===== src/sv/fcv_pkg.sv =====
`default_nettype none
// ---------------------------------------------------------------------------
// fcv_pkg
// Shared types and constants for the FIX checksum validator.
// ---------------------------------------------------------------------------
package fcv_pkg;

  // Result status codes
  typedef enum logic [1:0] {
    ST_MATCH     = 2'd0,
    ST_MISMATCH  = 2'd1,
    ST_NO_TAG    = 2'd2,
    ST_NO_DIGITS = 2'd3
  } status_t;

  // Value decoder phases
  typedef enum logic [1:0] {
    PH_SIGN   = 2'd0,
    PH_DIGITS = 2'd1,
    PH_STOP   = 2'd2
  } phase_t;

  // Field widths
  localparam int unsigned BYTE_W = 8;
  localparam int unsigned VAL_W  = 10;
  localparam int unsigned CNT_W  = 2;

  // Characters of interest
  localparam logic [BYTE_W-1:0] CH_ONE   = 8'h31;
  localparam logic [BYTE_W-1:0] CH_ZERO  = 8'h30;
  localparam logic [BYTE_W-1:0] CH_EQ    = 8'h3D;
  localparam logic [BYTE_W-1:0] CH_PLUS  = 8'h2B;
  localparam logic [BYTE_W-1:0] CH_MINUS = 8'h2D;
  localparam logic [BYTE_W-1:0] CH_SPACE = 8'h20;
  localparam logic [BYTE_W-1:0] CH_TAB   = 8'h09;
  localparam logic [BYTE_W-1:0] CH_CR    = 8'h0D;
  localparam logic [BYTE_W-1:0] CH_NINE  = 8'h39;

  // Sum of '1' and '0', removed when the tag completes
  localparam logic [BYTE_W-1:0] TAG_PREFIX_SUM = CH_ONE + CH_ZERO;

  // Bytes examined after a tag
  localparam logic [CNT_W-1:0] VALUE_CHARS = 2'd3;

  function automatic logic is_blank(input logic [BYTE_W-1:0] c);
    return (c == CH_SPACE) || ((c >= CH_TAB) && (c <= CH_CR));
  endfunction

  function automatic logic is_digit(input logic [BYTE_W-1:0] c);
    return (c >= CH_ZERO) && (c <= CH_NINE);
  endfunction

endpackage
`default_nettype wire


===== src/sv/fcv_if.sv =====
`default_nettype none
// ---------------------------------------------------------------------------
// fcv_if
// Valid/ready channels for message bytes in and check results out.
// ---------------------------------------------------------------------------
interface fcv_in_if;
  import fcv_pkg::*;

  logic              valid;
  logic              ready;
  logic [BYTE_W-1:0] msg_byte;
  logic              end_of_message;

  modport source (output valid, output msg_byte, output end_of_message, input ready);
  modport sink   (input valid, input msg_byte, input end_of_message, output ready);
endinterface

interface fcv_out_if;
  import fcv_pkg::*;

  logic              valid;
  logic              ready;
  status_t           status;
  logic [BYTE_W-1:0] computed_sum;
  logic [VAL_W-1:0]  expected_value;

  modport source (output valid, output status, output computed_sum, output expected_value,
                  input ready);
  modport sink   (input valid, input status, input computed_sum, input expected_value,
                  output ready);
endinterface
`default_nettype wire


===== src/sv/fix_checksum_validator_core.sv =====
`default_nettype none
// Timing: a byte's transaction is registered in the input register, processed there and,
//   on the last byte, the result is registered once the result register is free.
// Throughput: one byte per cycle; non-final bytes keep flowing while a finished
//   result waits on out_stream.ready, and a final byte waits in the input
//   register until the result register is free.
// Reset: synchronous, active low; clears all message state and both valids.
// ---------------------------------------------------------------------------
// fix_checksum_validator_core
// Running mod-256 byte sum of a FIX message, "10=" tag detection and
// decoding of the checksum value; one status result per message.
// ---------------------------------------------------------------------------
module fix_checksum_validator_core (
  input  wire logic clk,
  input  wire logic rst_n,
  fcv_in_if.sink    in_stream,
  fcv_out_if.source out_stream
);
  import fcv_pkg::*;

  // Input register
  logic              s1_valid_r;
  logic [BYTE_W-1:0] s1_byte_r;
  logic              s1_last_r;
  logic              s1_adv;
  logic              s1_fire;

  // Message state
  logic [BYTE_W-1:0] sum_r,      sum_nxt;
  logic [BYTE_W-1:0] prev1_r,    prev1_nxt;
  logic [BYTE_W-1:0] prev2_r,    prev2_nxt;
  logic              tag_seen_r, tag_seen_nxt;
  logic [BYTE_W-1:0] latched_r,  latched_nxt;
  logic [CNT_W-1:0]  chars_r,    chars_nxt;
  phase_t            phase_r,    phase_nxt;
  logic [VAL_W-1:0]  accum_r,    accum_nxt;
  logic              neg_r,      neg_nxt;
  logic              dseen_r,    dseen_nxt;

  // Updated values before end-of-message clear
  logic              tag_hit;
  logic              tag_u;
  logic [BYTE_W-1:0] latched_u;
  logic [CNT_W-1:0]  chars_u;
  phase_t            phase_u;
  logic [VAL_W-1:0]  accum_u;
  logic [VAL_W-1:0]  digit_val;
  logic              neg_u;
  logic              dseen_u;

  // Result
  logic              out_valid_r;
  status_t           status_r,   status_nxt;
  logic [BYTE_W-1:0] csum_r,     csum_nxt;
  logic [VAL_W-1:0]  expval_r,   expval_nxt;

  // Handshake: a non-final byte never needs the result slot
  assign s1_adv          = !out_valid_r || out_stream.ready || !s1_last_r;
  assign s1_fire         = s1_valid_r && s1_adv;
  assign in_stream.ready = !s1_valid_r || s1_adv;

  // Input register
  always_ff @(posedge clk) begin
    if (!rst_n) begin
      s1_valid_r <= 1'b0;
    end else if (in_stream.ready) begin
      s1_valid_r <= in_stream.valid;
    end
    if (in_stream.valid && in_stream.ready) begin
      s1_byte_r <= in_stream.msg_byte;
      s1_last_r <= in_stream.end_of_message;
    end
  end

  // Tag detection, value decode and result formation
  always_comb begin
    tag_hit   = (s1_byte_r == CH_EQ) && (prev1_r == CH_ZERO) && (prev2_r == CH_ONE);
    tag_u     = tag_seen_r;
    latched_u = latched_r;
    chars_u   = chars_r;
    phase_u   = phase_r;
    accum_u   = accum_r;
    neg_u     = neg_r;
    dseen_u   = dseen_r;
    digit_val = VAL_W'(s1_byte_r - CH_ZERO);

    if (tag_hit) begin
      latched_u = sum_r - TAG_PREFIX_SUM;
      tag_u     = 1'b1;
      chars_u   = '0;
      phase_u   = PH_SIGN;
      accum_u   = '0;
      neg_u     = 1'b0;
      dseen_u   = 1'b0;
    end else if (tag_seen_r && (chars_r < VALUE_CHARS) && (phase_r != PH_STOP)) begin
      chars_u = chars_r + 1'b1;
      case (phase_r)
        PH_SIGN: begin
          if (is_blank(s1_byte_r)) begin
            phase_u = PH_SIGN;
          end else if ((s1_byte_r == CH_PLUS) || (s1_byte_r == CH_MINUS)) begin
            neg_u   = (s1_byte_r == CH_MINUS);
            phase_u = PH_DIGITS;
          end else if (is_digit(s1_byte_r)) begin
            accum_u = (accum_r << 3) + (accum_r << 1) + digit_val;
            dseen_u = 1'b1;
            phase_u = PH_DIGITS;
          end else begin
            phase_u = PH_STOP;
          end
        end
        PH_DIGITS: begin
          if (is_digit(s1_byte_r)) begin
            accum_u = (accum_r << 3) + (accum_r << 1) + digit_val;
            dseen_u = 1'b1;
          end else begin
            phase_u = PH_STOP;
          end
        end
        default: begin
          phase_u = PH_STOP;
        end
      endcase
    end

    // Status from the updated state
    status_nxt = ST_NO_TAG;
    csum_nxt   = '0;
    expval_nxt = '0;
    if (tag_u && !dseen_u) begin
      status_nxt = ST_NO_DIGITS;
      csum_nxt   = latched_u;
    end else if (tag_u) begin
      csum_nxt   = latched_u;
      expval_nxt = accum_u;
      if ((accum_u == VAL_W'(latched_u)) && (!neg_u || (accum_u == '0))) begin
        status_nxt = ST_MATCH;
      end else begin
        status_nxt = ST_MISMATCH;
      end
    end

    // Clear everything after the final byte
    if (s1_last_r) begin
      sum_nxt      = '0;
      prev1_nxt    = '0;
      prev2_nxt    = '0;
      tag_seen_nxt = 1'b0;
      latched_nxt  = '0;
      chars_nxt    = '0;
      phase_nxt    = PH_SIGN;
      accum_nxt    = '0;
      neg_nxt      = 1'b0;
      dseen_nxt    = 1'b0;
    end else begin
      sum_nxt      = sum_r + s1_byte_r;
      prev1_nxt    = s1_byte_r;
      prev2_nxt    = prev1_r;
      tag_seen_nxt = tag_u;
      latched_nxt  = latched_u;
      chars_nxt    = chars_u;
      phase_nxt    = phase_u;
      accum_nxt    = accum_u;
      neg_nxt      = neg_u;
      dseen_nxt    = dseen_u;
    end
  end

  // Message state registers
  always_ff @(posedge clk) begin
    if (!rst_n) begin
      sum_r      <= '0;
      prev1_r    <= '0;
      prev2_r    <= '0;
      tag_seen_r <= 1'b0;
      latched_r  <= '0;
      chars_r    <= '0;
      phase_r    <= PH_SIGN;
      accum_r    <= '0;
      neg_r      <= 1'b0;
      dseen_r    <= 1'b0;
    end else if (s1_fire) begin
      sum_r      <= sum_nxt;
      prev1_r    <= prev1_nxt;
      prev2_r    <= prev2_nxt;
      tag_seen_r <= tag_seen_nxt;
      latched_r  <= latched_nxt;
      chars_r    <= chars_nxt;
      phase_r    <= phase_nxt;
      accum_r    <= accum_nxt;
      neg_r      <= neg_nxt;
      dseen_r    <= dseen_nxt;
    end
  end

  // Result register
  always_ff @(posedge clk) begin
    if (!rst_n) begin
      out_valid_r <= 1'b0;
    end else if (s1_fire && s1_last_r) begin
      out_valid_r <= 1'b1;
    end else if (out_stream.ready) begin
      out_valid_r <= 1'b0;
    end
    if (s1_fire && s1_last_r) begin
      status_r <= status_nxt;
      csum_r   <= csum_nxt;
      expval_r <= expval_nxt;
    end
  end

  assign out_stream.valid          = out_valid_r;
  assign out_stream.status         = status_r;
  assign out_stream.computed_sum   = csum_r;
  assign out_stream.expected_value = expval_r;

endmodule
`default_nettype wire


===== src/flat_wrapper.sv =====
// flat-port wrapper written by rule: the top's interface ports become plain ports
module fix_checksum_validator_core_flat import fcv_pkg::*;
  (clk, rst_n, in_stream_valid, in_stream_msg_byte, in_stream_end_of_message, in_stream_ready, out_stream_valid, out_stream_status, out_stream_computed_sum, out_stream_expected_value, out_stream_ready);
  fcv_in_if in_stream_i ();
  fcv_out_if out_stream_i ();
  input  wire logic clk;
  input  wire logic rst_n;
  input wire logic [$bits(in_stream_i.valid)-1:0] in_stream_valid;
  input wire logic [$bits(in_stream_i.msg_byte)-1:0] in_stream_msg_byte;
  input wire logic [$bits(in_stream_i.end_of_message)-1:0] in_stream_end_of_message;
  output wire logic [$bits(in_stream_i.ready)-1:0] in_stream_ready;
  output wire logic [$bits(out_stream_i.valid)-1:0] out_stream_valid;
  output wire logic [$bits(out_stream_i.status)-1:0] out_stream_status;
  output wire logic [$bits(out_stream_i.computed_sum)-1:0] out_stream_computed_sum;
  output wire logic [$bits(out_stream_i.expected_value)-1:0] out_stream_expected_value;
  input wire logic [$bits(out_stream_i.ready)-1:0] out_stream_ready;
  assign in_stream_i.valid = in_stream_valid;
  assign in_stream_i.msg_byte = in_stream_msg_byte;
  assign in_stream_i.end_of_message = in_stream_end_of_message;
  assign in_stream_ready = in_stream_i.ready;
  assign out_stream_valid = out_stream_i.valid;
  assign out_stream_status = out_stream_i.status;
  assign out_stream_computed_sum = out_stream_i.computed_sum;
  assign out_stream_expected_value = out_stream_i.expected_value;
  assign out_stream_i.ready = out_stream_ready;
  fix_checksum_validator_core u_core (.clk(clk), .rst_n(rst_n), .in_stream(in_stream_i), .out_stream(out_stream_i));
endmodule

===== config.mk =====
export PLATFORM = sky130hd
export DESIGN_NAME = fix_checksum_validator_core_flat
export DESIGN_NICKNAME = d
export VERILOG_FILES = /design/src/sv/fcv_pkg.sv /design/src/sv/fcv_if.sv /design/src/sv/fix_checksum_validator_core.sv /design/src/flat_wrapper.sv
export SDC_FILE = /design/constraint.sdc
export NUM_CORES = 1
export LEC_CHECK = 0
export ABC_AREA = 1
export BUFFER_PORTS_ARGS = -buffer_cell sky130_fd_sc_hd__buf_2
export CAP_MARGIN = 20
export CORE_MARGIN = 2
export CORE_UTILIZATION = 45
export CTS_CLUSTER_SIZE = 16
export DETAILED_ROUTE_END_ITERATION = 10
export GPL_TIMING_DRIVEN = 0
export PLACE_DENSITY = 0.59
export SLEW_MARGIN = 25
export SYNTH_ARGS = -nofsm -noshare
export SYNTH_HDL_FRONTEND = slang
export SYNTH_SLANG_ARGS = --single-unit
export TNS_END_PERCENT = 20

===== constraint.sdc =====
create_clock -name clk -period 4.63 [get_ports clk]
set_input_delay 0.2315 -clock clk [delete_from_list [all_inputs] [get_ports clk]]
set_output_delay 0.2315 -clock clk [all_outputs]
set_load 0.02 [all_outputs]

Word-level counts from Yosys, hierarchy flattened

Cells that the tools add are included.

Flip-flop bits (word level): 80
Bits of input ports: 13
Output and inout bits: 22
Logic and storage cells: 113

$add $sub $neg: 6
Magnitude comparators: 5
Equality and inequality tests: 10
Multiplexer cells: 44
Bitwise gates (word level): 1
Reductions and logical operators: 29

Operators with widths:

| kind                  | count |
|---|---|
| $mux W10              | 6 |
| $mux W8               | 7 |
| $eq A8 B6 Y1 const B  | 6 |
| $add A10 B10 Y10      | 2 |
| $mux W2               | 10 |
| $pmux W10 S2          | 1 |
| $mux W1               | 18 |
| $logic_and A1 B1 Y1   | 11 |
| $eq A10 B8 Y1         | 1 |
| $logic_not A10 Y1     | 1 |
| $sub A8 B6 Y9 const B | 1 |
| $add A8 B8 Y8         | 1 |
| $ge A8 B4 Y1 const B  | 1 |
| $ge A8 B6 Y1 const B  | 1 |
| $le A8 B4 Y1 const B  | 1 |
| $le A8 B6 Y1 const B  | 1 |
| $sub A8 B7 Y8 const B | 1 |
| $logic_or A1 B1 Y1    | 6 |
| $logic_not A1 Y1      | 5 |
| $ne A4 B2 Y1 const B  | 1 |
| $pmux W2 S2           | 1 |
| $reduce_and A3 Y1     | 1 |
| $reduce_bool A3 Y1    | 1 |
| $add A2 B1 Y2 const B | 1 |
| 9 further kinds       | 9 |

Logic depth before layout (Yosys ltp)

Word-level depth: 13
Mapped depth: 21
Depth with buffers taken out: 21

Worst setup path before layout

No wires, ideal clock.

Kind: reg2reg
Start point: register u_core.s1_byte_r[4]
End point: register u_core.status_r[0] (netlist: u_core.out_stream.status[0]), data pin
Library setup time: 258 ps
Data arrival time: 2760 ps
Required time: 4372 ps
Slack: 1613 ps
Stages on the path, launching flop included: 19
Path buffers: 0
Clock period less this slack: 3017 ps
Cell sequence: edfxtp_1 -> ha_1 -> nand2_2 -> nand2_1 -> fa_1 -> inv_1 -> ha_1 -> a21o_1 -> a21oi_1 -> xor2_1 -> nand2_1 -> nand2_1 -> nand2_1 -> nand2_1 -> nand2_1 -> nor2_1 -> nand3_1 -> nor2_1 -> nor2_1

Word-level cells in the longest chain between the ends: 13
Elaborated cells between the ends (all ways): 44
Those cells by class: add/sub: 2; order compare: 4; eq/ne: 5; mux: 21; reduce/logical: 12

RTL lines:

| item                                                           | line                                                                                  | text |
|---|---|---|
| from (decl)                                                    | fix_checksum_validator_core.sv:23                                                     | `logic [BYTE_W-1:0] s1_byte_r;` |
| from (signal assigned)                                         | fix_checksum_validator_core.sv:70                                                     | `s1_byte_r <= in_stream.msg_byte;` |
| $sub A8 B6 Y9, or another cell as far along                    | fix_checksum_validator_core.sv:85                                                     | `digit_val = VAL_W'(s1_byte_r - CH_ZERO);` |
| $add A10 B10 Y10 / $logic_and A1 B1 Y1 (equally long branches) | fix_checksum_validator_core.sv:105, fix_checksum_validator_core.sv:114, fcv_pkg.sv:50 |  |
| $mux W10                                                       | fix_checksum_validator_core.sv:104, fix_checksum_validator_core.sv:113                |  |
| $mux W10                                                       | fix_checksum_validator_core.sv:101                                                    | `end else if ((s1_byte_r == CH_PLUS) \|\| (s1_byte_r == CH_MINUS)) begin` |
| $mux W10                                                       | fix_checksum_validator_core.sv:99                                                     | `if (is_blank(s1_byte_r)) begin` |
| $pmux W10 S2                                                   | fix_checksum_validator_core.sv:97                                                     | `case (phase_r)` |
| $mux W10                                                       | fix_checksum_validator_core.sv:95                                                     | `end else if (tag_seen_r && (chars_r < VALUE_CHARS) && (phase_r != PH_STOP)) begin` |
| $mux W10                                                       | fix_checksum_validator_core.sv:87                                                     | `if (tag_hit) begin` |
| $logic_not A10 Y1                                              | fix_checksum_validator_core.sv:136                                                    | `if ((accum_u == VAL_W'(latched_u)) && (!neg_u \|\| (accum_u == '0))) begin` |
| $logic_or A1 B1 Y1                                             | fix_checksum_validator_core.sv:136                                                    |  |
| $logic_and A1 B1 Y1                                            | fix_checksum_validator_core.sv:136                                                    |  |
| $mux W1                                                        | fix_checksum_validator_core.sv:136                                                    |  |
| $mux W1                                                        | fix_checksum_validator_core.sv:133                                                    | `end else if (tag_u) begin` |
| to (signal assigned)                                           | fix_checksum_validator_core.sv:206                                                    | `status_r <= status_nxt;` |
| to (decl)                                                      | fix_checksum_validator_core.sv:53                                                     | `status_t status_r, status_nxt;` |

Parallel ways exist; a longest one is shown, timed or not.
A chain may end at the register's enable or synchronous reset.

Final worst setup path

Same ends and word-level chain as after synthesis.

==> reports/qor.txt <==
ys flop type: dfxtp_1
maximum VDD drop: 0.158 mV
Area growth, synth to finish: 12.5%
Clk pwr share: 43.0%
vias in the first global route: 4188
Worst Path Required: 4.73 ns
ranking of synthesized cells by area: dfxtp_1 (21%), edfxtp_1 (18%), nand2_1 (15%)
TritonCTS clock tree: built
Cell Pwr Density: 286 nW/um^2
Initial Util: 45.6%
Final nets: 757
Site Rows: 38
first-pass GRT wire length: 20000 microns
combinational share of power: 8.8%
Critical Path End Type: register
IO Pins: 35
Die W: 108 microns
Post-Synthesis Cells: 670
core area: 10700 sq um
RSZ-0062 raised after global routing: no
hpwl dp: 9200 microns
post-synthesis async set-or-reset flop share: 0%
Avg WL per Cell: 13.7 microns
sequential power share: 48.2%
total CTS buffers: 9
n_diodes: 0
# DRC: 0
FF+latch count, synth: 80
CP endpoint: u_core.out_stream.status[0]$_SDFFCE_PP1P_
Critical Path AT: 3.66 ns
Tcrit/Tclk final: 76.9%
P_sw: 0.374 mW
layout cells sized above 1: 13.1%
maximum number of pins on one net before global-route repair: 22
Die Footprint: 11700 sq um
CTS max path bufs: 2
worst-skew pair later-pin latency: 0.35 ns
Cell variety after synth: 42
achievable frequency: 281 MHz
IO buf count: 34
CP Buf/Inv Count: 1
hold bufs inserted after CTS: 0
CP delay by family, top: adder cells
type of the tightest min-delay check: in -> reg
postcts setup bufs: 0
CTS H-tree depth: 3
post-route setup TNS: 0 ns
worst-margin pin slew: 0.859 ns
post-CTS sizing: 0
status: finished clean
Die Y: 108 microns
leakage: 2.52 nW
Worst-path clk slew: 0.09 ns
r2r endpoint: u_core.out_stream.status[0]$_SDFFCE_PP1P_
most used cell, CP: nand2_1
DRT Pass-1 Iters: 4
Fin. Hold Viols: 0
DR iter-0 viols: 177
Seq/Total Area, Yosys: 38.7%
number of synthesized flops with an enable pin: 29
Final Max Slew Viols: 0
most common cell in the synthesized netlist: nand2_1
GR Overflow Total: 0
Sw Ratio: 23.8%
crit path from: u_core.s1_byte_r[4]$_DFFE_PP_
Mapped Area: 4880 sq um
fin crit period: 3.56 ns
clk sinks: 80
Detail Route Antenna Nets: 0
root buffer cell: clkbuf_8
CP Launch Type: register
Worst path max stage delay: 0.57 ns
area leader, netlist: dfxtp_1
Yosys Warn Count: 0
Synthesized Nets: 712
Total GRT Usage: 21.9%
routed via count: 4327
Reg2Reg Setup Slack: 1.07 ns
Via density: 5.03
reg2reg path depth: 18
Final Non-Filler Cells: 860
internal power: 1.20 mW
critical path, cell by cell: ha_1 -> nand2_2 -> nand2_1 -> fa_1 -> inv_1 -> ha_1 -> a21o_1 -> a21oi_1 -> xor2_1 -> nand2_1 -> nand2_1 -> nand2_1 -> nand2_1 -> nand2_1 -> nor2_1 -> nand3_1 -> nor2_1 -> nor2_1
critical path depth in cells: 18
CP max-delay cell: edfxtp_1
Placed Cells: 844
Commonest cells post-synth: nand2_1 (195), inv_1 (85), a21oi_1 (62), nor2_1 (59), dfxtp_1 (51)
area share of the largest cell type after synthesis: 20.9%
Synth Area per Inst: 7.29 sq um
Max transition margin: 42.6%
reg2reg start: u_core.s1_byte_r[4]$_DFFE_PP_
final wirelength: 11800 microns
max-cap violation count: 0
crit path max fanout: 6
Setup CP Type: reg -> reg
global placer's final weighted congestion: 0.928
Clock Skew: 0.00758 ns
final setup vio count: 0
initial antenna violation count: 0
[power groups by stage]
stage	registers [mW]	clock network [mW]	logic, mW
3_3_place_gp	0.774	0	0.135
4_1_cts	0.758	0.692	0.138
5_1_grt	0.760	0.713	0.158
6_report	0.758	0.677	0.138
3_5_place_dp	0.774	0	0.137
2_1_floorplan	0.768	0	0.101
[metal layers]
metal | wire length (microns) | track usage (%) | vias up
met1 | 5380 | 28.4 | 1971
met2 | 5500 | 36.3 | 94
li1 | - | - | 2236
met4 | 391 | 9.16 | 0
met5 | 0 | 0 | -
met3 | 484 | 3.68 | 26
[cell usage in the layout (no fill, tap or decap), types with 3 or more instances in the layout]
| cell type | instances |
|---|---|
| nor2_1 | 59 |
| nand3_1 | 44 |
| buf_1 | 3 |
| nand2_2 | 12 |
| a21oi_1 | 62 |
| fa_1 | 8 |
| nand2_1 | 195 |
| o21ai_0 | 19 |
| nor2_4 | 4 |
| nand4_1 | 7 |
| xor2_1 | 6 |
| edfxtp_1 | 29 |
| or2_1 | 4 |
| inv_1 | 85 |
| xnor2_1 | 6 |
| a21oi_2 | 4 |
| or2_2 | 6 |
| clkbuf_8 | 9 |
| buf_2 | 35 |
| bufinv_16 | 4 |
| nor3_1 | 4 |
| ha_1 | 21 |
| dfxtp_1 | 51 |
| inv_2 | 5 |
| clkbuf_1 | 11 |
[flip-flops by register name (all words and copies together) (netlist names)]
name                              cells
u_core.accum_r                       10
u_core.chars_r                        2
u_core.dseen_r                        1
u_core.latched_r                      8
u_core.neg_r                          1
u_core.out_stream.computed_sum        8
u_core.out_stream.expected_value     10
u_core.out_stream.status              2
u_core.out_stream.valid               1
u_core.phase_r                        2
u_core.prev1_r                        8
u_core.prev2_r                        8
u_core.s1_byte_r                      8
u_core.s1_last_r                      1
u_core.s1_valid_r                     1
u_core.sum_r                          8
u_core.tag_seen_r                     1
[cells by family (layout without fill, tap and decap cells)]
logic type               Yosys count  in the layout  synth area share, %
XOR/XNOR                          12             12                 2.15
AND/OR/NAND/NOR                  345            345                 31.2
buffers and inverters            109            159                 8.76
adder cells (fa/ha/maj)           29             29                 8.66
AO/OA/AOI/OAI                     95             95                 10.5
flip-flops                        80             80                 38.7
[final cells by class]
| cell class | count | area (sq um) |
|---|---|---|
| inverters | 92 | 348 |
| clock inverters | 7 | 143 |
| plain buffers | 17 | 80.1 |
| clock buffers | 9 | 124 |
| fillers | 1088 | 5200 |
| multi-input cells | 481 | 2560 |
| flip-flops and latches | 80 | 1890 |
| well taps | 140 | 175 |
| repair buffers | 34 | 170 |
[through the flow]
stage / power (mW) / area [sq um] / worst slack, ns / utilization, % / hold slack [ns]
detailed placement: 0.911 / 5230 / 1.11 / 48.9 / 0.410
finish: 1.57 / 5500 / 1.07 / 51.4 / 0.0487
floorplan: 0.869 / 4880 / 1.61 / - / 0.330
CTS: 1.59 / 5500 / 1.08 / 51.4 / 0.0358
global route: 1.63 / 5500 / 0.778 / 51.4 / 0.0324
global placement: 0.909 / 5230 / 1.12 / 48.9 / 0.408
[worst min path at each step]
stage / start / end / slack, ns / cells past startpoint
global placement: in_stream_end_of_message / u_core.s1_last_r$_DFFE_PP_ / 0.41 / 1
detailed placement: in_stream_msg_byte[5] / u_core.s1_byte_r[5]$_DFFE_PP_ / 0.41 / 1
floorplan: in_stream_msg_byte[0] / u_core.s1_byte_r[0]$_DFFE_PP_ / 0.33 / 0
finish: in_stream_msg_byte[5] / u_core.s1_byte_r[5]$_DFFE_PP_ / 0.05 / 1
global route: in_stream_msg_byte[5] / u_core.s1_byte_r[5]$_DFFE_PP_ / 0.03 / 1
CTS: in_stream_msg_byte[3] / u_core.s1_byte_r[3]$_DFFE_PP_ / 0.04 / 1
No activity file was read; power rests on OpenSTA's default activity.
